<file path="src/design/led_blink_pulse_indicator_unit_assert.svh">
// ---------------------------------------------------------------------------
// LED indicator assertion macros
// Shared concurrent assertion wrappers; compiled out with ASSERT_OFF.
// ---------------------------------------------------------------------------
`ifndef LED_BLINK_PULSE_INDICATOR_UNIT_ASSERT_SVH
`define LED_BLINK_PULSE_INDICATOR_UNIT_ASSERT_SVH

`ifndef ASSERT_OFF

// same-cycle implication
`define LBPI_ASSERT_IMPLY(lbl, clk, rst_n, ante, cons) \
	lbl: assert property (@(posedge clk) disable iff (!rst_n) (ante) |-> (cons)) \
		else $error("led indicator: implication check failed");

// next-cycle implication
`define LBPI_ASSERT_NEXT(lbl, clk, rst_n, ante, cons) \
	lbl: assert property (@(posedge clk) disable iff (!rst_n) (ante) |=> (cons)) \
		else $error("led indicator: next-cycle check failed");

// invariant
`define LBPI_ASSERT_ALWAYS(lbl, clk, rst_n, cond) \
	lbl: assert property (@(posedge clk) disable iff (!rst_n) (cond)) \
		else $error("led indicator: invariant check failed");

`else

`define LBPI_ASSERT_IMPLY(lbl, clk, rst_n, ante, cons)
`define LBPI_ASSERT_NEXT(lbl, clk, rst_n, ante, cons)
`define LBPI_ASSERT_ALWAYS(lbl, clk, rst_n, cond)

`endif

`endif

</file>
<file path="src/design/lbpi_pkg.sv">
// ---------------------------------------------------------------------------
// LED indicator package
// Shared types, timing constants and register indexes.
// ---------------------------------------------------------------------------
package lbpi_pkg;

	localparam int unsigned OFF_MS          = 200;
	localparam int unsigned ON_MS           = 100;
	localparam int unsigned PULSE_CYCLE_MS  = 1000;
	localparam int unsigned UPDATE_MS       = 20;
	localparam int unsigned TICK_MOD        = PULSE_CYCLE_MS / 20;
	localparam int unsigned TICK_LIT        = PULSE_CYCLE_MS / 40;

	localparam int unsigned TICK_W      = 6;
	localparam int unsigned TIME_W      = 32;
	localparam int unsigned COUNT_W     = 8;
	localparam int unsigned CFG_IDX_W   = 3;
	localparam int unsigned CFG_DATA_W  = 8;
	localparam int unsigned S_TDATA_W   = 48;
	localparam int unsigned M_TDATA_W   = 8;

	typedef enum logic [CFG_IDX_W-1:0] {
		REG_OVERRIDE_ENABLE = 3'd0,
		REG_OVERRIDE_RED    = 3'd1,
		REG_OVERRIDE_GREEN  = 3'd2,
		REG_OVERRIDE_BLUE   = 3'd3,
		REG_ACTIVE_HIGH     = 3'd4,
		REG_GREEN_PRESENT   = 3'd5
	} reg_idx_t;

	typedef enum logic [1:0] {
		PH_IDLE = 2'd0,
		PH_ON   = 2'd1,
		PH_OFF  = 2'd2
	} phase_t;

	typedef struct packed {
		logic       override_enable;
		logic [7:0] override_red;
		logic [7:0] override_green;
		logic [7:0] override_blue;
		logic       active_high;
		logic       green_present;
	} cfg_t;

	typedef struct packed {
		logic               mode;
		logic [TIME_W-1:0]  now_ms;
		logic               connected;
		logic [COUNT_W-1:0] prof_num;
	} item_t;

	typedef struct packed {
		logic drive_valid;
		logic red_level;
		logic green_level;
		logic blue_level;
		logic indicating;
	} result_t;

endpackage

</file>
<file path="src/design/lbpi_cfg.sv">
// ---------------------------------------------------------------------------
// LED indicator configuration registers
// Write-only register file; writes to unlisted indexes are dropped.
// ---------------------------------------------------------------------------
module lbpi_cfg (
	input  logic                             clk,
	input  logic                             arst_n,
	input  logic                             cfg_we,
	input  logic [lbpi_pkg::CFG_IDX_W-1:0]   cfg_index,
	input  logic [lbpi_pkg::CFG_DATA_W-1:0]  cfg_data,
	output lbpi_pkg::cfg_t                   cfg
);

	lbpi_pkg::cfg_t cfg_q;

	always_ff @(posedge clk or negedge arst_n) begin
		if (!arst_n) begin
			cfg_q <= '{green_present: 1'b1, default: '0};
		end else if (cfg_we) begin
			unique case (lbpi_pkg::reg_idx_t'(cfg_index))
				lbpi_pkg::REG_OVERRIDE_ENABLE: cfg_q.override_enable <= cfg_data[0];
				lbpi_pkg::REG_OVERRIDE_RED:    cfg_q.override_red    <= cfg_data;
				lbpi_pkg::REG_OVERRIDE_GREEN:  cfg_q.override_green  <= cfg_data;
				lbpi_pkg::REG_OVERRIDE_BLUE:   cfg_q.override_blue   <= cfg_data;
				lbpi_pkg::REG_ACTIVE_HIGH:     cfg_q.active_high     <= cfg_data[0];
				lbpi_pkg::REG_GREEN_PRESENT:   cfg_q.green_present   <= cfg_data[0];
				default: ;
			endcase
		end
	end

	assign cfg = cfg_q;

endmodule

</file>
<file path="src/design/lbpi_core.sv">
// ---------------------------------------------------------------------------
// LED indicator core
// Blink sequencer and rate-limited pulse state, one item per step.
// ---------------------------------------------------------------------------
`include "led_blink_pulse_indicator_unit_assert.svh"

module lbpi_core (
	input  logic                clk,
	input  logic                arst_n,
	input  logic                step,
	input  lbpi_pkg::item_t     item,
	input  lbpi_pkg::cfg_t      cfg,
	output lbpi_pkg::result_t   res
);

	lbpi_pkg::phase_t                    phase_q, phase_d;
	logic [lbpi_pkg::COUNT_W-1:0]        blinks_q, blinks_d, blinks_dec;
	logic [lbpi_pkg::TIME_W-1:0]         start_q, start_d, last_q, last_d;
	logic [lbpi_pkg::TIME_W-1:0]         elapsed, since_update;
	logic [lbpi_pkg::TICK_W-1:0]         tick_q, tick_d, tick_inc;
	logic                                off_done, on_done, update_due, lit;
	logic                                want_r, want_g, want_b;

	assign elapsed      = item.now_ms - start_q;
	assign since_update = item.now_ms - last_q;
	assign off_done     = elapsed >= lbpi_pkg::TIME_W'(lbpi_pkg::OFF_MS);
	assign on_done      = elapsed >= lbpi_pkg::TIME_W'(lbpi_pkg::ON_MS);
	assign update_due   = since_update >= lbpi_pkg::TIME_W'(lbpi_pkg::UPDATE_MS);
	assign blinks_dec   = blinks_q - 1'b1;
	assign tick_inc     = (tick_q == lbpi_pkg::TICK_W'(lbpi_pkg::TICK_MOD - 1))
		? '0 : tick_q + 1'b1;
	assign lit          = item.connected || (tick_inc < lbpi_pkg::TICK_W'(lbpi_pkg::TICK_LIT));

	// next state
	always_comb begin
		phase_d  = phase_q;
		blinks_d = blinks_q;
		start_d  = start_q;
		last_d   = last_q;
		tick_d   = tick_q;
		if (step) begin
			if (item.mode) begin
				if (phase_q == lbpi_pkg::PH_IDLE) begin
					blinks_d = item.prof_num + 1'b1;
					phase_d  = lbpi_pkg::PH_OFF;
					start_d  = item.now_ms;
				end
			end else begin
				unique case (phase_q)
					lbpi_pkg::PH_OFF: begin
						if (off_done) begin
							blinks_d = blinks_dec;
							phase_d  = (blinks_dec != '0) ? lbpi_pkg::PH_ON : lbpi_pkg::PH_IDLE;
							start_d  = item.now_ms;
						end
					end
					lbpi_pkg::PH_ON: begin
						if (on_done) begin
							phase_d = lbpi_pkg::PH_OFF;
							start_d = item.now_ms;
						end
					end
					lbpi_pkg::PH_IDLE: begin
						if (update_due) begin
							last_d = item.now_ms;
							tick_d = tick_inc;
						end
					end
					default: phase_d = lbpi_pkg::PH_IDLE;
				endcase
			end
		end
	end

	// outputs
	always_comb begin
		res             = '0;
		want_r          = 1'b0;
		want_g          = 1'b0;
		want_b          = 1'b0;
		if (!item.mode) begin
			unique case (phase_q)
				lbpi_pkg::PH_OFF: res.drive_valid = 1'b1;
				lbpi_pkg::PH_ON: begin
					res.drive_valid = 1'b1;
					want_r = !cfg.override_enable || (cfg.override_red   != '0);
					want_g = !cfg.override_enable || (cfg.override_green != '0);
					want_b = !cfg.override_enable || (cfg.override_blue  != '0);
				end
				lbpi_pkg::PH_IDLE: begin
					res.drive_valid = update_due;
					if (cfg.override_enable) begin
						want_r = lit && (cfg.override_red   != '0);
						want_g = lit && (cfg.override_green != '0);
						want_b = lit && (cfg.override_blue  != '0);
					end else begin
						want_b = lit;
					end
				end
				default: ;
			endcase
		end
		// pin level: lit XNOR polarity, zeros when nothing is driven
		if (res.drive_valid) begin
			res.red_level   = want_r ~^ cfg.active_high;
			res.green_level = (want_g && cfg.green_present) ~^ cfg.active_high;
			res.blue_level  = want_b ~^ cfg.active_high;
		end
		res.indicating = phase_d != lbpi_pkg::PH_IDLE;
	end

	always_ff @(posedge clk or negedge arst_n) begin
		if (!arst_n) begin
			phase_q  <= lbpi_pkg::PH_IDLE;
			blinks_q <= '0;
			start_q  <= '0;
			last_q   <= '0;
			tick_q   <= '0;
		end else begin
			phase_q  <= phase_d;
			blinks_q <= blinks_d;
			start_q  <= start_d;
			last_q   <= last_d;
			tick_q   <= tick_d;
		end
	end

	`LBPI_ASSERT_NEXT(a_start_enters_off, clk, arst_n,
		step && item.mode && (phase_q == lbpi_pkg::PH_IDLE), phase_q == lbpi_pkg::PH_OFF)
	`LBPI_ASSERT_IMPLY(a_on_has_blinks, clk, arst_n,
		phase_q == lbpi_pkg::PH_ON, blinks_q != '0)
	`LBPI_ASSERT_ALWAYS(a_tick_in_range, clk, arst_n,
		tick_q < lbpi_pkg::TICK_W'(lbpi_pkg::TICK_MOD))
	`LBPI_ASSERT_IMPLY(a_quiet_levels_zero, clk, arst_n,
		step && !res.drive_valid, !res.red_level && !res.green_level && !res.blue_level)

endmodule

</file>
<file path="src/design/led_blink_pulse_indicator_unit.sv">
// ---------------------------------------------------------------------------
// LED blink / pulse indicator unit
// Streams timestamped service calls in, one LED pin update result out each.
// ---------------------------------------------------------------------------
// Pipeline: an input transfer is registered in the input register, and its
//   result is computed and registered in the result register, which drives
//   m_tvalid.
// Throughput: one item per cycle unless m_tready stalls the result register,
//   set by the single compute stage between the input and result registers.
// Reset (arst_n low, asynchronous): indicator idle, counters and timestamps
//   zero, pipeline empty, registers at defaults (green_present = 1).
module led_blink_pulse_indicator_unit (
	input  logic                             clk,
	input  logic                             arst_n,
	// slave side
	input  logic                             s_tvalid,
	output logic                             s_tready,
	// tdata: now_ms[31:0], connected[32], prof_num[40:33], zero pad
	input  logic [lbpi_pkg::S_TDATA_W-1:0]   s_tdata,
	// tuser: mode[0]
	input  logic                             s_tuser,
	// master side
	output logic                             m_tvalid,
	input  logic                             m_tready,
	// tdata: red_level[0], green_level[1], blue_level[2], indicating[3], zero pad
	output logic [lbpi_pkg::M_TDATA_W-1:0]   m_tdata,
	// tuser: drive_valid[0]
	output logic                             m_tuser,
	// configuration write port
	input  logic                             cfg_we,
	input  logic [lbpi_pkg::CFG_IDX_W-1:0]   cfg_index,
	input  logic [lbpi_pkg::CFG_DATA_W-1:0]  cfg_data
);

	lbpi_pkg::cfg_t     cfg;
	lbpi_pkg::item_t    item_s1;
	lbpi_pkg::result_t  res, res_s2;
	logic               valid_s1, valid_s2;
	logic               advance, step;

	// the result register frees up when empty or being taken downstream
	assign advance  = !valid_s2 || m_tready;
	assign step     = valid_s1 && advance;
	// input register refills when empty or when its item moves on this cycle
	assign s_tready = !valid_s1 || advance;

	always_ff @(posedge clk or negedge arst_n) begin
		if (!arst_n) begin
			valid_s1 <= 1'b0;
			valid_s2 <= 1'b0;
		end else begin
			if (s_tready) valid_s1 <= s_tvalid;
			if (advance)  valid_s2 <= valid_s1;
		end
	end

	// payload registers, no reset
	always_ff @(posedge clk) begin
		if (s_tvalid && s_tready) begin
			item_s1.mode      <= s_tuser;
			item_s1.now_ms    <= s_tdata[31:0];
			item_s1.connected <= s_tdata[32];
			item_s1.prof_num  <= s_tdata[40:33];
		end
		if (step) res_s2 <= res;
	end

	lbpi_cfg u_cfg (
		.clk       (clk),
		.arst_n    (arst_n),
		.cfg_we    (cfg_we),
		.cfg_index (cfg_index),
		.cfg_data  (cfg_data),
		.cfg       (cfg)
	);

	// state advances only when the item's result is loaded
	lbpi_core u_core (
		.clk    (clk),
		.arst_n (arst_n),
		.step   (step),
		.item   (item_s1),
		.cfg    (cfg),
		.res    (res)
	);

	assign m_tvalid = valid_s2;
	assign m_tuser  = res_s2.drive_valid;
	assign m_tdata  = {4'b0000, res_s2.indicating, res_s2.blue_level,
		res_s2.green_level, res_s2.red_level};

endmodule

</file>
<file path="config.mk">
export PLATFORM = sky130hd
export DESIGN_NAME = led_blink_pulse_indicator_unit
export DESIGN_NICKNAME = d
export VERILOG_FILES = /design/src/design/lbpi_pkg.sv /design/src/design/lbpi_cfg.sv /design/src/design/lbpi_core.sv /design/src/design/led_blink_pulse_indicator_unit.sv
export VERILOG_INCLUDE_DIRS = /design/src /design/src/design
export SDC_FILE = /design/constraint.sdc
export NUM_CORES = 1
export LEC_CHECK = 0
export BUFFER_PORTS_ARGS = -buffer_cell sky130_fd_sc_hd__clkbuf_2
export CAP_MARGIN = 25
export CORE_UTILIZATION = 50
export CTS_BUF_LIST = sky130_fd_sc_hd__clkbuf_8
export CTS_CLUSTER_DIAMETER = 30
export DETAILED_ROUTE_END_ITERATION = 16
export PLACE_DENSITY_LB_ADDON = 0.05
export SLEW_MARGIN = 15
export SYNTH_ARGS = -nofsm -noshare
export SYNTH_HDL_FRONTEND = slang
export SYNTH_SLANG_ARGS = --single-unit
</file>
<file path="constraint.sdc">
create_clock -name clk -period 4.86 [get_ports clk]
set_input_delay 0.729 -clock clk [delete_from_list [all_inputs] [get_ports clk]]
set_output_delay 0.729 -clock clk [all_outputs]
set_load 0.01 [all_outputs]
</file>
==> results.cfg, run 1 <==
[critical_path]
reg2regPathDepth = 15
path_buf_inv = 2
arrival_ps = 4880
critPathMaxFanout = 32
crit_chain = inv_1 -> ha_1 -> fa_1 -> nor2b_4 -> o31ai_4 -> a211oi_4 -> o21ai_0 -> a2111oi_2 -> nand4b_1 -> or3_1 -> or4_4 -> o22a_1 -> o21ai_4 -> buf_12 -> mux2_2
crit_path_start_kind = flip-flop
timing.rr.end = u_core.start_q[15]
r2r_slack_ps = 350
path_class = flip-flop to flip-flop
cp-end-kind = flip-flop
r2r_start = item_s1[9]
slowest_stage = or4_4
crit_family = compound AO/OA/AOI/OAI gates
worstPathRequired_ps = 5230
slowest_delay_ps = 560

[detailed_routing]
route.detailed.drc = 0
num_vias = 8889
drt_wl_total_mm = 25.7
firstDrtPassIters = 7
ant_nets = 0
wl_per_cell_um = 17.1
vias_per_cell = 5.93
first_iter_violations = 404

[grt]
grt_usage_pct = 23.9
grt_pass1_vias = 8527
grt_max_degree = 66
grt_remaining_overflow = 0
antenna_found_initial = 0
grt_pass1_wl_mm = 42.4

[cells_and_area]
syn_to_final_growth_pct = 9.74
nNetsFinal = 1350
n_antenna_cell = 0
drive_above_1_share_pct = 19.5
multi_input_area_um2 = 6370
post-route-util_pct = 56.8
nFillCells = 1963
stdcell_area_um2 = 12100
ff_latch_area_um2 = 4140

[status]
status = finished clean

[cts]
cts_max_path_buffers = 2
cts_sinks = 156
cts_setup_buffers = 0
hold_buffers = 0
path_clk_slew_ps = 110
clock_latency_ps = 500
cts_tree = yes
cts_root_buf = clkbuf_8
cts_inserted_buffers = 17
h-tree-depth = 4

[floorplan]
start_util_pct = 51.8
die_h_um = 150
core-area_um2 = 21300
io_pins = 76
dieWidth_um = 150
row_count = 53
dieArea_um2 = 22600

[power]
power_density_nw_per_um2 = 620
max-vdd-ir-drop_mv = 0.204
p_leak_uw = 0.00525

[sta]
setup-tns-final_ps = 0
whs_ps = 317
slew_viol_final = 0
slew_headroom_pct = 37.0
period_needed_ps = 4510
fmax_mhz = 222
tightest_slew_ps = 946
finalSetupViolCount = 0
hold_viol_final = 0
rsz0062_at_grt = no
fin_skew_ps = 27.1
fin_crit_sh_pct = 92.8

[placed_design]
place.gp.congestion = 0.892
portBuffers = 64
place_area_um2 = 11700
hpwl_mm = 19.4

[yosys]
synth_cell_types = 81
synth_area_per_cell_um2 = 9.56
synthCells = 1153
netlist_top_cells_area = dfrtp_1, edfxtp_1, mux2_2
yosysSeqAreaShare_pct = 37.6
syn_area_um2 = 11000
yosysTopAreaCellShare_pct = 24.5
synth-seq-cells = 156
synth_top_cell_by_area = dfrtp_1
synth_edf_count = 47
ys_warn_count = 0
synthArstFlopShare_pct = 69.9
ys.flop_type = dfrtp_1

[job]
drv_cap = 0

[worst_hold_path]
hp-class = input port to async pin
## sequential cells by signal, indices dropped and copies added (netlist names)
signal / count
valid_s1: 1
m_tuser: 1
u_core.tick_q: 6
m_tvalid: 1
u_core.start_q: 32
item_s1: 42
u_core.last_q: 32
m_tdata: 4
u_cfg.cfg: 27
u_core.phase_q: 2
u_core.blinks_q: 8
## power by group
group          total [uW]  leakage [uW]  switching (uW)  internal (uW)
Combinational        4410       0.00330            2490           1920
Sequential           2080       0.00175             303           1780
Clock                1000      0.000204             614            391
Total                7500       0.00525            3410           4090
## how the worst max path moves through the flow
stage                start                  to  slack [ps]  cells past startpoint
4_1_cts         item_s1[9]  u_core.start_q[11]         240                     15
5_1_grt         item_s1[9]  u_core.start_q[13]           4                     15
3_3_place_gp   item_s1[28]  u_core.start_q[16]         330                     13
2_1_floorplan   item_s1[9]   u_core.start_q[0]         780                     15
3_5_place_dp   item_s1[28]  u_core.start_q[21]         280                     13
6_report        item_s1[9]  u_core.start_q[15]         350                     15
## repair_timing
item,in CTS,in global routing
gates resized for setup,0,4
endpoints found under the setup margin,0,31
endpoints found under the hold margin,0,0
## layout make-up
class / count / share of cell area [%]
sequential: 156 / 34.2
tap: 275 / 2.84
multi-input combinational: 866 / 52.7
timing repair buffer: 87 / 4.36
clock buffer: 17 / 1.93
clock inverter: 15 / 1.38
inverter: 83 / 2.58
## kinds of logic after synthesis
kind of cell    count (synthesis)  share of synthesized area [%]
simple gates                  349                           16.9
compound gates                291                           18.0
flops                         156                           37.6
buf+inv                       134                           5.02
mux                           107                           10.8
fa+ha+maj                      74                           8.53
xor+xnor                       41                           3.26
other cells                     1                         0.0340
## Yosys cell counts, types with 5 or more instances
master and number:
a211oi_1 10, a21boi_0 6, a21o_1 31, a21oi_1 82
a221oi_1 5, a22oi_1 6, a31oi_1 6, and2_1 11
and3_1 13, and4_1 8, buf_2 8, clkbuf_1 34
dfrtp_1 108, edfxtp_1 47, ha_1 72, inv_1 82
mux2_2 93, mux2i_1 13, nand2_1 76, nand2b_1 13
nand3_1 32, nand4_1 25, nand4b_1 10, nor2_1 60
nor2b_1 9, nor3_1 35, nor3b_1 9, nor4_1 13
o2111ai_1 7, o211a_1 5, o211ai_1 15, o21a_1 6
o21ai_0 43, o221ai_1 7, o22ai_1 7, o31ai_1 8
or2_2 5, or3_1 11, or4_1 6, xnor2_1 28
xor2_1 13
## cell usage in the layout, fill, tap and decap left out, types with 9 or more instances in the layout
cell and count:
or3_1 11, xor2_1 13, a211oi_1 10, o21ai_0 43
xnor2_1 28, nor2b_1 9, nor2_1 60, clkbuf_8 17
and3_1 13, mux2i_1 13, nand2b_1 13, edfxtp_1 47
dfrtp_1 108, a21o_1 31, nand4b_1 10, clkbuf_2 63
inv_1 82, nor3b_1 9, nor3_1 34, and2_1 10
nor4_1 13, a21oi_1 81, buf_4 19, o211ai_1 15
ha_1 72, nand3_1 32, nand4_1 25, nand2_1 76
mux2_2 93
## through the flow
stage | setup WS [ps] | cells | total power, uW
3_3_place_gp | 326 | 1464 | 6400
5_1_grt | 3.70 | 1499 | 8140
2_1_floorplan | 777 | 1156 | 5440
6_report | 349 | 1499 | 7500
3_5_place_dp | 282 | 1467 | 6460
4_1_cts | 238 | 1499 | 7510
## layer usage
| layer | vias to the layer above | share of wire, % | GRT usage, % |
|---|---|---|---|
| li1 | 4406 | - | - |
| met1 | 4294 | 47 | 31.2 |
| met2 | 168 | 49 | 41.3 |
| met3 | 21 | 3.5 | 3.58 |
| met4 | 0 | 1.3 | 6.01 |
| met5 | - | 0 | 0 |
Power figures use the tool's default switching activity.
==> run 2: changes to the inputs <==
Settings changed: BUFFER_PORTS_ARGS -buffer_cell sky130_fd_sc_hd__clkbuf_2 to -buffer_cell sky130_fd_sc_hd__buf_2.
==> results.cfg, run 2 (synthesized netlist as in run 1, its figures left out) <==
[placed_design]
place.gp.congestion = 0.870
place_area_um2 = 11700
pre_cts_ws_ps = 225
portBuffers = 64
hpwl_mm = 19.3

[detailed_routing]
firstDrtPassIters = 5
vias_per_cell = 5.95
wl_per_cell_um = 17.1
drt_wl_total_mm = 25.6
ant_nets = 0
num_vias = 8933
first_iter_violations = 367
route.detailed.drc = 0

[sta]
period_needed_ps = 4600
worst_slack_ps = 263
rsz0062_at_grt = no
slew_viol_final = 0
finalSetupViolCount = 0
slew_headroom_pct = 36.3
fin_crit_sh_pct = 94.6
tightest_slew_ps = 955
fmax_mhz = 218
fin_skew_ps = 19.8
setup-tns-final_ps = 0
hold_viol_final = 0

[grt]
antenna_found_initial = 0
grt_pass1_vias = 8572
grt_remaining_overflow = 0
grt_max_degree = 59
grt_usage_pct = 23.8
grt_pass1_wl_mm = 42.3

[power]
power_density_nw_per_um2 = 621
max-vdd-ir-drop_mv = 0.235
p_leak_uw = 0.00526

[floorplan]
row_count = 53
io_pins = 76
core-area_um2 = 21300
die_h_um = 150
dieArea_um2 = 22600
dieWidth_um = 150
start_util_pct = 51.8

[worst_hold_path]
min_path_cells = 1
hold_start = s_tdata[1]
hp-class = input port to flip-flop
whs_endpoint = item_s1[10]

[cells_and_area]
nFillCells = 1953
reg_top3 = item_s1 x42, u_core.last_q x32, u_core.start_q x32
nNetsFinal = 1353
final_common_cell = dfrtp_1
mostFrequentLayoutCells = dfrtp_1, mux2_2, inv_1, a21oi_1, nand2_1
stdcell_area_um2 = 12100
n_antenna_cell = 0
drive_above_1_share_pct = 19.6
top_register = item_s1
largest_register_ffs = 42
syn_to_final_growth_pct = 9.99

[cts]
cts_tree = yes
clock_latency_ps = 490
cts_setup_buffers = 0
h-tree-depth = 4
cts_root_buf = clkbuf_8
cts_inserted_buffers = 17
path_clk_slew_ps = 110
cts_max_path_buffers = 2
cts_sinks = 156

[job]
drv_cap = 0

[critical_path]
r2r_slack_ps = 260
crit_path_start_kind = flip-flop
reg2regPathDepth = 13
arrival_ps = 4960
cp-end-kind = flip-flop
timing.rr.end = u_core.start_q[11]
r2r_start = item_s1[17]
path_class = flip-flop to flip-flop
critPathMaxFanout = 32
worstPathRequired_ps = 5220

[status]
status = finished clean
## run 2: layout make-up
type	instances	area (um^2)	area share (%)
Tap cell	275	344	2.84
Sequential cell	156	4140	34.1
Multi-Input combinational cell	866	6350	52.4
Clock inverter	15	189	1.56
Inverter	83	312	2.57
Clock buffer	17	234	1.93
Timing Repair Buffer	90	553	4.56
## run 2: critical path, cell delays in order (launching register included)
cell and delay (ps):
edfxtp_1 490, ha_1 450, a21oi_1 390, o21ai_1 240, nor2_1 290, a21oi_1 150, a2111oi_2 360, nand4b_1 150
or3_1 370, or4_4 560, o22a_1 240, o21ai_4 150, buf_12 230, mux2_2 360
## run 2: worst max-delay path by stage
| stage | startpoint | end | slack [ps] | depth (start not counted) |
|---|---|---|---|---|
| 6_report | item_s1[17] | u_core.start_q[11] | 260 | 13 |
| 5_1_grt | item_s1[17] | u_core.start_q[12] | 9 | 13 |
| 4_1_cts | item_s1[28] | u_core.start_q[15] | 220 | 13 |
| 3_5_place_dp | item_s1[28] | u_core.start_q[15] | 220 | 13 |
| 3_3_place_gp | item_s1[28] | u_core.start_q[16] | 300 | 13 |
| 2_1_floorplan | item_s1[9] | u_core.start_q[0] | 780 | 15 |
## run 2: routing by layer
layer | routed length [um] | global-route usage (%)
met3 | 768 | 3.61
met4 | 354 | 6.72
met2 | 12500 | 41.1
met1 | 12000 | 30.9
met5 | 0 | 0
## run 2: report_power, final
| group | internal [uW] | leakage (uW) | switching [uW] |
|---|---|---|---|
| Clock | 403 | 0.000212 | 638 |
| Sequential | 1780 | 0.00175 | 300 |
| Combinational | 1930 | 0.00329 | 2480 |
## run 2: metrics by stage
stage               total power (uW)  utilization (%)  instances  hold WS [ps]
floorplan                       5440                -       1156           433
global placement                6400             54.8       1466           478
detailed placement              6470             54.9       1469           487
CTS                             7550             56.9       1502           368
global route                    8160             57.0       1502           369
finish                          7520             57.0       1502           404
## run 2: repair_timing
action	in CTS	in global routing
endpoints found under the setup margin	0	11
hold endpoints to repair	1	0
hold buffers	1	0
resized for setup	0	1
==> run 3: changes to the inputs <==
Settings changed: CELL_PAD_IN_SITES_DETAIL_PLACEMENT from default to 0, CELL_PAD_IN_SITES_GLOBAL_PLACEMENT from default to 1.
==> results.cfg, run 3 (synthesized netlist as in run 1, its figures left out) <==
[status]
status = finished clean

[sta]
setup-tns-final_ps = 0
fin_skew_ps = 19.2
hold_viol_final = 0
slew_viol_final = 0
period_needed_ps = 4620
fin_crit_sh_pct = 95.1
slew_headroom_pct = 41.3
finalSetupViolCount = 0
worst_slack_ps = 237
rsz0062_at_grt = no
whs_ps = 194
fmax_mhz = 216
tightest_slew_ps = 881

[cells_and_area]
stdcell_area_um2 = 12200
syn_to_final_growth_pct = 10.8
ff_latch_area_um2 = 4140
top_register = item_s1
largest_register_ffs = 42
nFillCells = 1933
reg_top3 = item_s1 x42, u_core.last_q x32, u_core.start_q x32
drive_above_1_share_pct = 20.4
nNetsFinal = 1365
mostFrequentLayoutCells = dfrtp_1, mux2_2, inv_1, a21oi_1, nand2_1
final_common_cell = dfrtp_1
n_antenna_cell = 0
final_cells = 1514
multi_input_area_um2 = 6360

[detailed_routing]
route.detailed.drc = 0
vias_per_cell = 5.97
wl_per_cell_um = 18.3
first_iter_violations = 465
firstDrtPassIters = 7
num_vias = 9043
drt_wl_total_mm = 27.7
ant_nets = 0

[placed_design]
place_area_um2 = 11800
pre_cts_ws_ps = 203
place.gp.congestion = 0.886
portBuffers = 64
placed_cells = 1482
hpwl_mm = 21.3

[cts]
cts_tree = yes
cts_max_path_buffers = 2
cts_inserted_buffers = 17
h-tree-depth = 4
clock_latency_ps = 490
cts_sinks = 156
cts_root_buf = clkbuf_8
path_clk_slew_ps = 100

[power]
p_clk_share_pct = 13.5
p_int_uw = 4140
max-vdd-ir-drop_mv = 0.276
seqPwrFrac_pct = 27.4
switching_share_pct = 45.4
pwr-share-comb_pct = 59.1
p_switching_uw = 3440
power_density_nw_per_um2 = 621
p_leak_uw = 0.00531

[floorplan]
row_count = 53
dieWidth_um = 150
start_util_pct = 51.8
core-area_um2 = 21300
die_h_um = 150
dieArea_um2 = 22600
io_pins = 76

[critical_path]
reg2regPathDepth = 15
path_class = flip-flop to flip-flop
cp_common_cell = or3_1
arrival_ps = 4990
crit_path_start_kind = flip-flop
slowest_delay_ps = 570
critPathMaxFanout = 32
cp-end-kind = flip-flop
worstPathRequired_ps = 5230
crit_chain = inv_1 -> ha_1 -> fa_1 -> nor2b_4 -> o31ai_2 -> a211oi_4 -> or3_1 -> a2111oi_2 -> nand4b_1 -> or3_1 -> or4_4 -> o22a_1 -> o21ai_4 -> buf_12 -> mux2_2
r2r_start = item_s1[9]
crit_path_start = item_s1[9]
r2r_slack_ps = 240
slowest_stage = or4_4
timing.rr.end = u_core.start_q[18]

[grt]
met3_usage_pct = 3.52
met1_usage_pct = 34.7
antenna_found_initial = 0
grt_pass1_wl_mm = 44.8
grt_busiest_layer = met2
grt_max_degree = 44
grt_usage_pct = 25.8
grt_pass1_vias = 8572
grt_remaining_overflow = 0
grt_use_met2_pct = 42.5

[job]
drv_cap = 0

[worst_hold_path]
hp-class = input port to async pin
[run 3: cell types whose count changed in the layout (fill, tap and decap cells not counted)]
cell / delta
inv_12: -1
a211oi_4: +1
clkinv_8: -1
buf_2: -1
inv_6: +1
dlygate4sd3_1: -1
a211oi_2: -1
clkbuf_8: +1
buf_4: +14
[run 3: worst max-delay path by stage]
stage                              end
floorplan            u_core.start_q[0]
global placement    u_core.start_q[16]
detailed placement  u_core.start_q[23]
CTS                 u_core.start_q[23]
global route         u_core.last_q[16]
finish              u_core.start_q[18]
[run 3: final cells by class]
class | count | area share [%]
sequential | 156 | 33.9
timing repair buffer | 102 | 5.27
multi-input combinational | 866 | 52.1
clock inverter | 14 | 1.35
tap | 275 | 2.82
clock buffer | 18 | 2.03
inverter | 83 | 2.55
[run 3: through the flow]
step                util, %  total power [uW]
global route           57.4              8240
global placement       55.2              6460
detailed placement     55.4              6510
CTS                    57.3              7560
finish                 57.4              7580
floorplan                 -              5440
[run 3: power by group through the flow]
stage / clock network (uW) / registers, uW / logic (uW)
after floorplan: 0 / 2000 / 3440
after global placement: 0 / 2090 / 4380
after detailed placement: 0 / 2100 / 4400
after CTS: 1050 / 2080 / 4430
after global routing: 1100 / 2140 / 5000
final: 1030 / 2080 / 4480
[run 3: what timing repair did]
item | 4_1_cts | 5_1_grt
hold buffers | 0 | 0
setup buffers | 0 | 0
setup endpoints to repair | 0 | 31
gates resized for setup | 0 | 2
[run 3: critical path: cells and delay by family, from the launching register on]
| family | cells | cell delay (ps) |
|---|---|---|
| muxes | 1 | 360 |
| adders and majority gates | 2 | 480 |
| DFF | 1 | 410 |
| and+or+nand+nor | 5 | 1560 |
| AOI/OAI and AO/OA | 5 | 1310 |
| buffers and inverters | 2 | 340 |
[run 3: metal layers]
layer,vias to the layer above,share of wire [%]
met1,4351,47
li1,4446,-
met5,-,0
met2,207,47
met3,39,3.6
met4,0,2.4
